[config.mk]
export PLATFORM = sky130hd
export DESIGN_NAME = filename_escape_decoder_core
export DESIGN_NICKNAME = d
export VERILOG_FILES = /design/src/hw/rtl/fed_pkg.sv /design/src/hw/rtl/filename_escape_decoder_core.sv /design/src/hw/rtl/fed_front.sv /design/src/hw/rtl/fed_queue.sv /design/src/hw/rtl/fed_back.sv
export SDC_FILE = /design/constraint.sdc
export NUM_CORES = 1
export LEC_CHECK = 0
export ABC_CLOCK_PERIOD_IN_PS = 18700
export CORE_MARGIN = 8
export CORE_UTILIZATION = 44
export DETAILED_ROUTE_END_ITERATION = 16
export DONT_BUFFER_PORTS = 1
export PLACE_DENSITY = 0.59
export SKIP_LAST_GASP = 1
export SLEW_MARGIN = 25
export SYNTH_ARGS = -nofsm -noshare
export SYNTH_HDL_FRONTEND = slang
export SYNTH_SLANG_ARGS = --single-unit
[constraint.sdc]
create_clock -name clk -period 18.7 [get_ports clk]
set_clock_uncertainty 0.1 [all_clocks]
set_input_delay 1.87 -clock clk [delete_from_list [all_inputs] [get_ports clk]]
set_output_delay 1.87 -clock clk [all_outputs]
set_load 0.05 [all_outputs]
[src/hw/rtl/fed_pkg.sv]
// Shared types and constants for the filename escape decoder.
// Used by fed_front, fed_queue, fed_back, the top level and the checker.
// No dependencies.
package fed_pkg;

  localparam int MAX_NAME_LEN = 1024;
  localparam int LEN_W        = 11;
  localparam int GROUP_MAX    = 3;
  localparam int QUEUE_DEPTH  = 4;
  localparam int QPTR_W       = 2;
  localparam int QCNT_W       = 3;
  localparam int ADDR_W       = 3;
  localparam int DATA_W       = 32;

  // Register indexes
  localparam logic REG_LOCAL_UTF8     = 1'b0;
  localparam logic REG_ESCAPE_WINDOWS = 1'b1;

  // Character codes
  localparam logic [7:0] CH_C2     = 8'hC2;
  localparam logic [7:0] CH_A0     = 8'hA0;
  localparam logic [7:0] CH_SPACE  = 8'h20;
  localparam logic [7:0] CH_SLASH  = 8'h2F;
  localparam logic [7:0] CH_DOT    = 8'h2E;
  localparam logic [7:0] CH_QUEST  = 8'h3F;
  localparam logic [7:0] CH_HASH   = 8'h23;
  localparam logic [7:0] CH_LESS   = 8'h3C;
  localparam logic [7:0] CH_DOLLAR = 8'h24;
  localparam logic [7:0] CH_GREAT  = 8'h3E;
  localparam logic [7:0] CH_CARET  = 8'h5E;
  localparam logic [7:0] CH_ZERO   = 8'h30;
  localparam logic [7:0] CH_NINE   = 8'h39;
  localparam logic [7:0] CH_UPA    = 8'h41;
  localparam logic [7:0] CH_UPF    = 8'h46;

  typedef struct packed {
    logic local_utf8;
    logic escape_windows;
  } cfg_t;

  // Results produced by one accepted byte, oldest in data[0]
  typedef struct packed {
    logic [GROUP_MAX-1:0][7:0] data;
    logic [1:0]                cnt;
    logic                      last;
  } group_t;

endpackage

[src/hw/rtl/filename_escape_decoder_core.sv]
// Filename escape decoder top level: configuration registers, front part,
// group queue and back part. Depends on fed_pkg, fed_front, fed_queue, fed_back.
// A byte's group is queued when the byte is taken. Throughput: one byte per cycle
// in while the queue is not full; one result per pop out; a byte may yield up to
// three results, which leave over three pops while four queued groups absorb bursts.
// Reset (rst, synchronous): clears lookahead, queue, running length and both registers.
module filename_escape_decoder_core (
  input  logic                       clk,
  input  logic                       rst,
  // Configuration port
  input  logic                       psel,
  input  logic                       penable,
  input  logic                       pwrite,
  input  logic [fed_pkg::ADDR_W-1:0] paddr,
  input  logic [fed_pkg::DATA_W-1:0] pwdata,
  output logic [fed_pkg::DATA_W-1:0] prdata,
  output logic                       pready,
  // Input side
  input  logic                       push,
  output logic                       full,
  input  logic [7:0]                 name_byte,
  input  logic                       last_in,
  // Result side
  output logic                       empty,
  input  logic                       pop,
  output logic [7:0]                 out_byte,
  output logic [fed_pkg::LEN_W-1:0]  length_so_far,
  output logic                       last_out
);

  fed_pkg::cfg_t   cfg;
  logic            cfg_wr;
  logic            reg_sel;
  logic            accept;
  logic            grp_push;
  fed_pkg::group_t grp_in;
  fed_pkg::group_t grp_head;
  logic            q_full;
  logic            q_empty;
  logic            q_pop;

  // Registers are word-addressed; the word index picks the register
  assign pready  = 1'b1;
  assign reg_sel = paddr[2];
  assign cfg_wr  = psel && penable && pwrite && pready;

  always_ff @(posedge clk) begin
    if (rst) begin
      cfg <= '0;
    end else if (cfg_wr) begin
      unique case (reg_sel)
        fed_pkg::REG_LOCAL_UTF8:     cfg.local_utf8 <= pwdata[0];
        fed_pkg::REG_ESCAPE_WINDOWS: cfg.escape_windows <= pwdata[0];
        default:                     cfg <= cfg;
      endcase
    end
  end

  always_comb begin
    prdata = '0;
    unique case (reg_sel)
      fed_pkg::REG_LOCAL_UTF8:     prdata[0] = cfg.local_utf8;
      fed_pkg::REG_ESCAPE_WINDOWS: prdata[0] = cfg.escape_windows;
      default:                     prdata[0] = 1'b0;
    endcase
  end

  // Take a byte whenever the queue has room for its group; the front
  // resolves the byte against the lookahead in the same cycle.
  assign full   = q_full;
  assign accept = push && !q_full;

  fed_front u_front (
    .clk       (clk),
    .rst       (rst),
    .cfg       (cfg),
    .accept    (accept),
    .name_byte (name_byte),
    .last_in   (last_in),
    .grp_push  (grp_push),
    .grp       (grp_in)
  );

  // Decouple the two sides: a waiting result never blocks the next byte
  // until four groups are pending.
  fed_queue u_queue (
    .clk     (clk),
    .rst     (rst),
    .wr_en   (grp_push),
    .wr_grp  (grp_in),
    .full    (q_full),
    .rd_en   (q_pop),
    .rd_grp  (grp_head),
    .q_empty (q_empty)
  );

  // Advance through the head group one byte per transfer
  fed_back u_back (
    .clk           (clk),
    .rst           (rst),
    .head          (grp_head),
    .q_empty       (q_empty),
    .q_pop         (q_pop),
    .pop           (pop),
    .empty         (empty),
    .out_byte      (out_byte),
    .length_so_far (length_so_far),
    .last_out      (last_out)
  );

endmodule

[src/hw/rtl/fed_front.sv]
// Front part: accepts name bytes, matches escape sequences against the
// lookahead bytes and produces a group of one to three translated bytes.
// Depends on fed_pkg.
module fed_front (
  input  logic            clk,
  input  logic            rst,
  input  fed_pkg::cfg_t   cfg,
  input  logic            accept,
  input  logic [7:0]      name_byte,
  input  logic            last_in,
  output logic            grp_push,
  output fed_pkg::group_t grp
);

  logic [7:0] la0;
  logic [7:0] la1;
  logic [1:0] la_cnt;
  logic [7:0] la0_next;
  logic [7:0] la1_next;
  logic [1:0] la_cnt_next;

  logic [7:0] bytes [4];
  logic [7:0] obytes [3];
  logic [1:0] n;
  logic [1:0] pos;
  logic [1:0] avail;
  logic [1:0] ocnt;
  logic       stop;
  logic       fail;
  logic [7:0] b;
  logic [7:0] b1;
  logic [7:0] b2;
  logic [7:0] v;

  function automatic logic is_up_hex(input logic [7:0] c);
    is_up_hex = (c >= fed_pkg::CH_ZERO && c <= fed_pkg::CH_NINE) ||
                (c >= fed_pkg::CH_UPA && c <= fed_pkg::CH_UPF);
  endfunction

  function automatic logic [3:0] hex_value(input logic [7:0] c);
    logic [7:0] t;
    if (c <= fed_pkg::CH_NINE) begin
      t = c - fed_pkg::CH_ZERO;
    end else begin
      t = c - fed_pkg::CH_UPA + 8'd10;
    end
    hex_value = t[3:0];
  endfunction

  function automatic logic [7:0] map_single(input logic [7:0] c, input fed_pkg::cfg_t f);
    logic [7:0] r;
    r = c;
    if (c == fed_pkg::CH_SLASH) r = fed_pkg::CH_DOT;
    else if (c == fed_pkg::CH_A0 && !f.local_utf8) r = fed_pkg::CH_SPACE;
    else if (c == fed_pkg::CH_QUEST && f.escape_windows) r = fed_pkg::CH_HASH;
    else if (c == fed_pkg::CH_LESS && f.escape_windows) r = fed_pkg::CH_DOLLAR;
    else if (c == fed_pkg::CH_GREAT && f.escape_windows) r = fed_pkg::CH_CARET;
    map_single = r;
  endfunction

  function automatic logic [7:0] remap_decoded(input logic [7:0] c);
    logic [7:0] r;
    r = c;
    if (c == fed_pkg::CH_QUEST) r = fed_pkg::CH_HASH;
    else if (c == fed_pkg::CH_LESS) r = fed_pkg::CH_DOLLAR;
    else if (c == fed_pkg::CH_GREAT) r = fed_pkg::CH_CARET;
    remap_decoded = r;
  endfunction

  // Three passes cover the worst case: each pass consumes at least one byte
  always_comb begin
    bytes[0] = la0;
    bytes[1] = la1;
    bytes[2] = 8'h00;
    bytes[3] = 8'h00;
    bytes[la_cnt] = name_byte;
    n = la_cnt + 2'd1;
    pos = 2'd0;
    ocnt = 2'd0;
    stop = 1'b0;
    fail = 1'b0;
    avail = 2'd0;
    b = 8'h00;
    b1 = 8'h00;
    b2 = 8'h00;
    v = 8'h00;
    for (int k = 0; k < fed_pkg::GROUP_MAX; k++) begin
      obytes[k] = 8'h00;
    end
    for (int it = 0; it < fed_pkg::GROUP_MAX; it++) begin
      if (!stop && pos < n) begin
        b = bytes[pos];
        b1 = bytes[pos + 2'd1];
        b2 = bytes[pos + 2'd2];
        avail = n - pos;
        if (b == fed_pkg::CH_C2 && cfg.local_utf8) begin
          if (avail >= 2'd2) begin
            if (b1 == fed_pkg::CH_A0) begin
              obytes[ocnt] = fed_pkg::CH_SPACE;
              pos = pos + 2'd2;
            end else begin
              obytes[ocnt] = fed_pkg::CH_C2;
              pos = pos + 2'd1;
            end
            ocnt = ocnt + 2'd1;
          end else if (last_in) begin
            obytes[ocnt] = fed_pkg::CH_C2;
            pos = pos + 2'd1;
            ocnt = ocnt + 2'd1;
          end else begin
            stop = 1'b1;
          end
        end else if (b == fed_pkg::CH_QUEST) begin
          fail = 1'b0;
          priority if (avail >= 2'd2 && !is_up_hex(b1)) begin
            fail = 1'b1;
          end else if (avail == 2'd3 && !is_up_hex(b2)) begin
            fail = 1'b1;
          end else if (avail < 2'd3) begin
            if (last_in) fail = 1'b1;
            else stop = 1'b1;
          end else begin
            fail = 1'b0;
          end
          if (!stop) begin
            if (fail) begin
              obytes[ocnt] = map_single(b, cfg);
              pos = pos + 2'd1;
            end else begin
              v = {hex_value(b1), hex_value(b2)};
              obytes[ocnt] = remap_decoded(v);
              pos = pos + 2'd3;
            end
            ocnt = ocnt + 2'd1;
          end
        end else begin
          obytes[ocnt] = map_single(b, cfg);
          pos = pos + 2'd1;
          ocnt = ocnt + 2'd1;
        end
      end
    end

    // Hold what is left for the next byte; drop it all at end of name
    if (last_in) begin
      la0_next = 8'h00;
      la1_next = 8'h00;
      la_cnt_next = 2'd0;
    end else begin
      la0_next = bytes[pos];
      la1_next = bytes[pos + 2'd1];
      la_cnt_next = n - pos;
    end

    grp.data[0] = obytes[0];
    grp.data[1] = obytes[1];
    grp.data[2] = obytes[2];
    grp.cnt = ocnt;
    grp.last = last_in;
    grp_push = accept && (ocnt != 2'd0);
  end

  always_ff @(posedge clk) begin
    if (rst) begin
      la0 <= 8'h00;
      la1 <= 8'h00;
      la_cnt <= 2'd0;
    end else if (accept) begin
      la0 <= la0_next;
      la1 <= la1_next;
      la_cnt <= la_cnt_next;
    end
  end

endmodule

[src/hw/rtl/fed_queue.sv]
// Short queue of result groups between the front and back parts.
// Depends on fed_pkg.
module fed_queue (
  input  logic            clk,
  input  logic            rst,
  input  logic            wr_en,
  input  fed_pkg::group_t wr_grp,
  output logic            full,
  input  logic            rd_en,
  output fed_pkg::group_t rd_grp,
  output logic            q_empty
);

  fed_pkg::group_t                 slots [fed_pkg::QUEUE_DEPTH];
  logic [fed_pkg::QPTR_W-1:0]      wr_ptr;
  logic [fed_pkg::QPTR_W-1:0]      rd_ptr;
  logic [fed_pkg::QCNT_W-1:0]      count;
  logic                            do_wr;
  logic                            do_rd;

  assign full    = (count == fed_pkg::QCNT_W'(fed_pkg::QUEUE_DEPTH));
  assign q_empty = (count == '0);
  assign do_wr   = wr_en && !full;
  assign do_rd   = rd_en && !q_empty;
  assign rd_grp  = slots[rd_ptr];

  always_ff @(posedge clk) begin
    if (do_wr) begin
      slots[wr_ptr] <= wr_grp;
    end
  end

  always_ff @(posedge clk) begin
    if (rst) begin
      wr_ptr <= '0;
      rd_ptr <= '0;
      count <= '0;
    end else begin
      if (do_wr) wr_ptr <= wr_ptr + 1'b1;
      if (do_rd) rd_ptr <= rd_ptr + 1'b1;
      unique case ({do_wr, do_rd})
        2'b10:   count <= count + 1'b1;
        2'b01:   count <= count - 1'b1;
        default: count <= count;
      endcase
    end
  end

endmodule

[src/hw/rtl/fed_back.sv]
// Back part: unpacks result groups one byte per transfer, keeps the
// saturating running length and marks the final byte of a name.
// Depends on fed_pkg.
module fed_back (
  input  logic                      clk,
  input  logic                      rst,
  input  fed_pkg::group_t           head,
  input  logic                      q_empty,
  output logic                      q_pop,
  input  logic                      pop,
  output logic                      empty,
  output logic [7:0]                out_byte,
  output logic [fed_pkg::LEN_W-1:0] length_so_far,
  output logic                      last_out
);

  logic [1:0]                sub;
  logic [fed_pkg::LEN_W-1:0] len;
  logic [fed_pkg::LEN_W-1:0] len_next;
  logic                      group_end;
  logic                      take;

  assign empty     = q_empty;
  assign group_end = (sub == head.cnt - 2'd1);
  assign take      = pop && !q_empty;
  assign q_pop     = take && group_end;
  assign out_byte  = head.data[sub];
  assign last_out  = head.last && group_end;
  assign len_next  = (len < fed_pkg::LEN_W'(fed_pkg::MAX_NAME_LEN)) ? len + 1'b1 : len;
  assign length_so_far = len_next;

  always_ff @(posedge clk) begin
    if (rst) begin
      sub <= 2'd0;
      len <= '0;
    end else if (take) begin
      sub <= group_end ? 2'd0 : sub + 2'd1;
      len <= last_out ? '0 : len_next;
    end
  end

endmodule

==> run summary <==
By instance count, the cell type seen most on the critical path is ha_1. The tree is rooted in a clkbuf_16. The post-placement setup slack is 5.443 ns.

The net total in the final layout came out at 1711. The fill cell total of the finished layout came out at 3220. The clock tree synthesis step divided the H-tree into 4 levels. For the pin with the worst max-slew slack, the measured transition is 1.132 ns. The floorplan has 66 rows. The number of nets with antenna violations after detailed routing came out at 0. The async set or reset register ratio after synthesis is 0%.

After synthesis the cells add up to 14480 um2. The total met3 wirelength after detailed routing is ~7000 um. The met1 wire length is roughly 22000 um. The clock input transition at the sequential cells of the worst setup and hold paths is 0.07 ns. The global-route wire length before repair is 82790 um. The final wirelength came out at 55540 um. The average wire per cell in the routed design is between 20 and 30 um. The final worst slack is ~5.4 ns. In the routed layout, each cell is associated on average with a via count of about 7. The worst hold path begins at u_front.la0[4].

The critical path is of the flop to flop type. The run finished with clean final reports. Measured against its own limit, the worst slew margin works out to 24.53%. The post-cts resize count came out at 0.

The relative contribution of combinational cells to total power is 72.4%. The number of distinct library cells after synthesis is 111. The total overflow reported by the global router is 0. The sum of negative setup slack is 0 ns. The count of buffer and inverter cells on the critical path is 6. For this run, design rule violations remaining after detail routing come to 0. The number of setup violations in the final report came out at 0. The initial core utilization is ~45%. 0 antenna diodes ended up in the layout.

The number of max-slew violations in the final report came to 0. Setup repair after global routing left no endpoint under its margin. The maximum achievable frequency came out at 75.06 MHz.

In the detailed route, the total length drawn on met2 is 23090 um. The die area is ~39000 um2. The data arrival time of the critical path is 13.42 ns.

No sink is reached through more buffers than the 2 on the longest clock path. The instance area at placement came out at 14640 um2. The initial antenna violation count came out at 1.

The number of max-cap violations came out at 0. The via total after detailed routing is around 14000. The average instance in the mapped netlist occupies 8.663 um2. The number of iterations in the first detailed-routing pass came out at 7.

The path depth of the worst reg2reg path is 41. The net switching power of the design came out at 1.883 mW. The Yosys warning count came out at 0.

The number of post-CTS setup repair buffers came out at 0. The endpoint identified for the worst register-to-register timing path is u_queue.slots[3][17]. The synthesized flop and latch total came out at 150. The ratio of cells with drive above 1 in the final layout is 12.01%. The violation count after the first detailed-route iteration is slightly above 2000. The clock latency on the worst-skew pair came out at 0.43 ns.

The kind of end point of the critical path is a flop. The worst min-delay path class is flop to flop. Net switching is between 50 and 60% of the power.

The final critical-path required period came out at 13.32 ns. Along the worst path, the maximum fanout reaches 31. The area of all placed cells without fillers is between 15000 and 20000 um2.

106 I/O pins were placed. Cell internal power was estimated by the tool at 1.483 mW. Among cell families on the critical path, the largest total delay comes from compound AO/OA/AOI/OAI gates. The total routing usage reported by global routing is 27.86%.

The final hold violation count came to 0. The largest single stage delay on the critical path is 0.80 ns. The portion of the clock cycle consumed by the worst path in the final layout came out at 71.25%. Sequential elements use 28.21% of the synthesized area. The standard cell core area is 32450 um2. The element type at the critical path start is a flop. The power density over the cells is 221.3 nW/um2. After clock tree synthesis, the flow added hold-fix buffers numbering 0.

The register-to-register setup slack came out at approximately 5.4 ns. The count of port buffers added during placement came out at 0. The count of flip-flops with a built-in enable after synthesis came out at 108. The clock buffer count from CTS came out at 17.

The y dimension of the die is between 150 and 200 um. The end point of the most critical hold path is u_front.la0[4]. The routability-driven placement congestion ratio is 1.080.

The part of the total power dissipated in the clock network came out at 10.0%. The critical register-to-register path startpoint is u_front.la_cnt[0]. The sequential fraction of design power came out at 17.5%. Among all flip-flop cells after synthesis, the most frequent one is edfxtp_1. In this run the static leakage power is roughly 5.3 nW. For this design, the slowest cell found on the critical path is dfxtp_1.

The number of sinks on the clock net came out at 150. The top routing layer in use is met5. At the worst endpoint, the required time is 18.80 ns. In this run the horizontal extent of the chip is 197.4 um. The largest net degree at the start of global routing came out at 36. Synthesis produced 1671 cells.

Compared with the post-synthesis result, the final layout area differs by 5.108%. The number of global-route vias before repair is approximately 13000. The placed wire-length estimate came out at 40350 um. The cell count of the worst hold path is 2.

TritonCTS built the clock tree. The peak supply drop came out at 0.1241 mV.
[sequential cells by signal, indices dropped and copies added (netlist names), named ones only]
name,count
u_front.la0,8
u_front.la_cnt,2
cfg,2
u_front.la1,8
u_queue.wr_ptr,2
u_queue.slots,108
u_back.sub,2
u_back.len,11
u_queue.rd_ptr,2
u_queue.count,3
[placed cells by master (no fill, tap or decap), types with 19 or more instances in the layout]
master / count
o22ai_1: 34
edfxtp_1: 108
a211oi_1: 25
mux2_2: 25
a31oi_1: 19
buf_4: 34
o21ai_0: 112
mux4_2: 36
ha_1: 46
mux2i_1: 58
nor2_1: 145
nand3_1: 42
nand2_1: 150
and2_1: 29
nor3_1: 45
inv_1: 53
xnor2_1: 30
dfxtp_1: 41
o211ai_1: 32
nand2b_1: 20
conb_1: 32
a21oi_1: 113
[per-layer routing]
layer,up-vias,track usage (%)
met4,2,15.19
met2,858,39.91
li1,6195,-
met3,208,9.881
met5,-,0
met1,6792,36.14
[cell type report]
| type | instances | area (um2) | area share, % |
|---|---|---|---|
| multi-input cells | 1349 | 9523 | 62.59 |
| flip-flops and latches | 150 | 4085 | 26.85 |
| well taps | 442 | 553.0 | 3.635 |
| clock buffers | 18 | 429.2 | 2.821 |
| repair buffers | 34 | 255.2 | 1.677 |
| inverters | 59 | 221.5 | 1.455 |
| clock inverters | 14 | 148.9 | 0.9785 |
[Yosys cell counts (19+ instances only)]
cell | instances | share of area, %
o22ai_1 | 36 | 1.6
ha_1 | 46 | 4.0
mux2_2 | 25 | 1.9
buf_2 | 25 | 0.86
xnor2_1 | 30 | 1.8
buf_4 | 45 | 2.3
nand2b_1 | 20 | 0.86
nand3_1 | 42 | 1.5
mux2i_1 | 59 | 4.1
nand2_1 | 150 | 3.9
edfxtp_1 | 108 | 22
a211oi_1 | 25 | 1.3
dfxtp_1 | 42 | 5.8
a31oi_1 | 19 | 0.82
o211ai_1 | 32 | 1.7
o21ai_0 | 112 | 3.9
a21oi_1 | 113 | 3.9
clkbuf_1 | 55 | 1.4
nor3_1 | 46 | 1.6
nor2_1 | 145 | 3.8
and2_1 | 29 | 1.3
mux4_2 | 36 | 5.6
inv_1 | 53 | 1.4
[worst max path at each step]
stage	to	slack, ns	start	cells past startpoint
floorplan	u_queue.count[2]	7.96	name_byte[0]	50
global placement	u_queue.slots[2][17]	5.53	name_byte[0]	39
detailed placement	u_queue.slots[0][17]	5.44	name_byte[0]	39
CTS	u_queue.slots[3][17]	5.76	u_front.la_cnt[0]	41
global route	u_queue.slots[3][17]	4.28	u_front.la_cnt[0]	41
finish	u_queue.slots[3][17]	5.38	u_front.la_cnt[0]	41
[worst reg2reg max path: cells and delay by family (launching register included)]
kind / cells / cell delay, ns
simple gates: 10 / 1.93
compound gates: 20 / 6.42
flops: 1 / 0.80
mux: 1 / 0.28
buf+inv: 6 / 2.22
fa+ha+maj: 4 / 1.35
[power by group through the flow]
stage | clock, mW | combinational (mW) | sequential (mW)
after detailed placement | 0 | 2.36 | 0.595
after CTS | 0.344 | 2.37 | 0.589
final | 0.338 | 2.44 | 0.590
after global placement | 0 | 2.34 | 0.590
after global routing | 0.357 | 2.60 | 0.597
after floorplan | 0 | 1.78 | 0.575
[metrics by stage]
step	power [mW]	instances	hold slack [ns]	util [%]
after floorplan	2.360	1701	0.3604	-
after global placement	2.926	2034	0.3805	45.01
after detailed placement	2.952	2034	0.3908	45.10
after CTS	3.300	2066	0.4075	46.88
after global routing	3.558	2066	0.4424	46.88
final	3.367	2066	0.4101	46.88
[kinds of logic after synthesis]
| kind of cell | Yosys count | share of synthesized area, % |
|---|---|---|
| flops | 150 | 28.21 |
| xor+xnor | 41 | 2.481 |
| compound gates | 543 | 26.15 |
| simple gates | 553 | 18.95 |
| fa+ha+maj | 49 | 4.391 |
| other cells | 2 | 0.05188 |
| mux | 131 | 12.74 |
| buf+inv | 202 | 7.035 |
No activity file was read; power rests on OpenSTA's default activity.
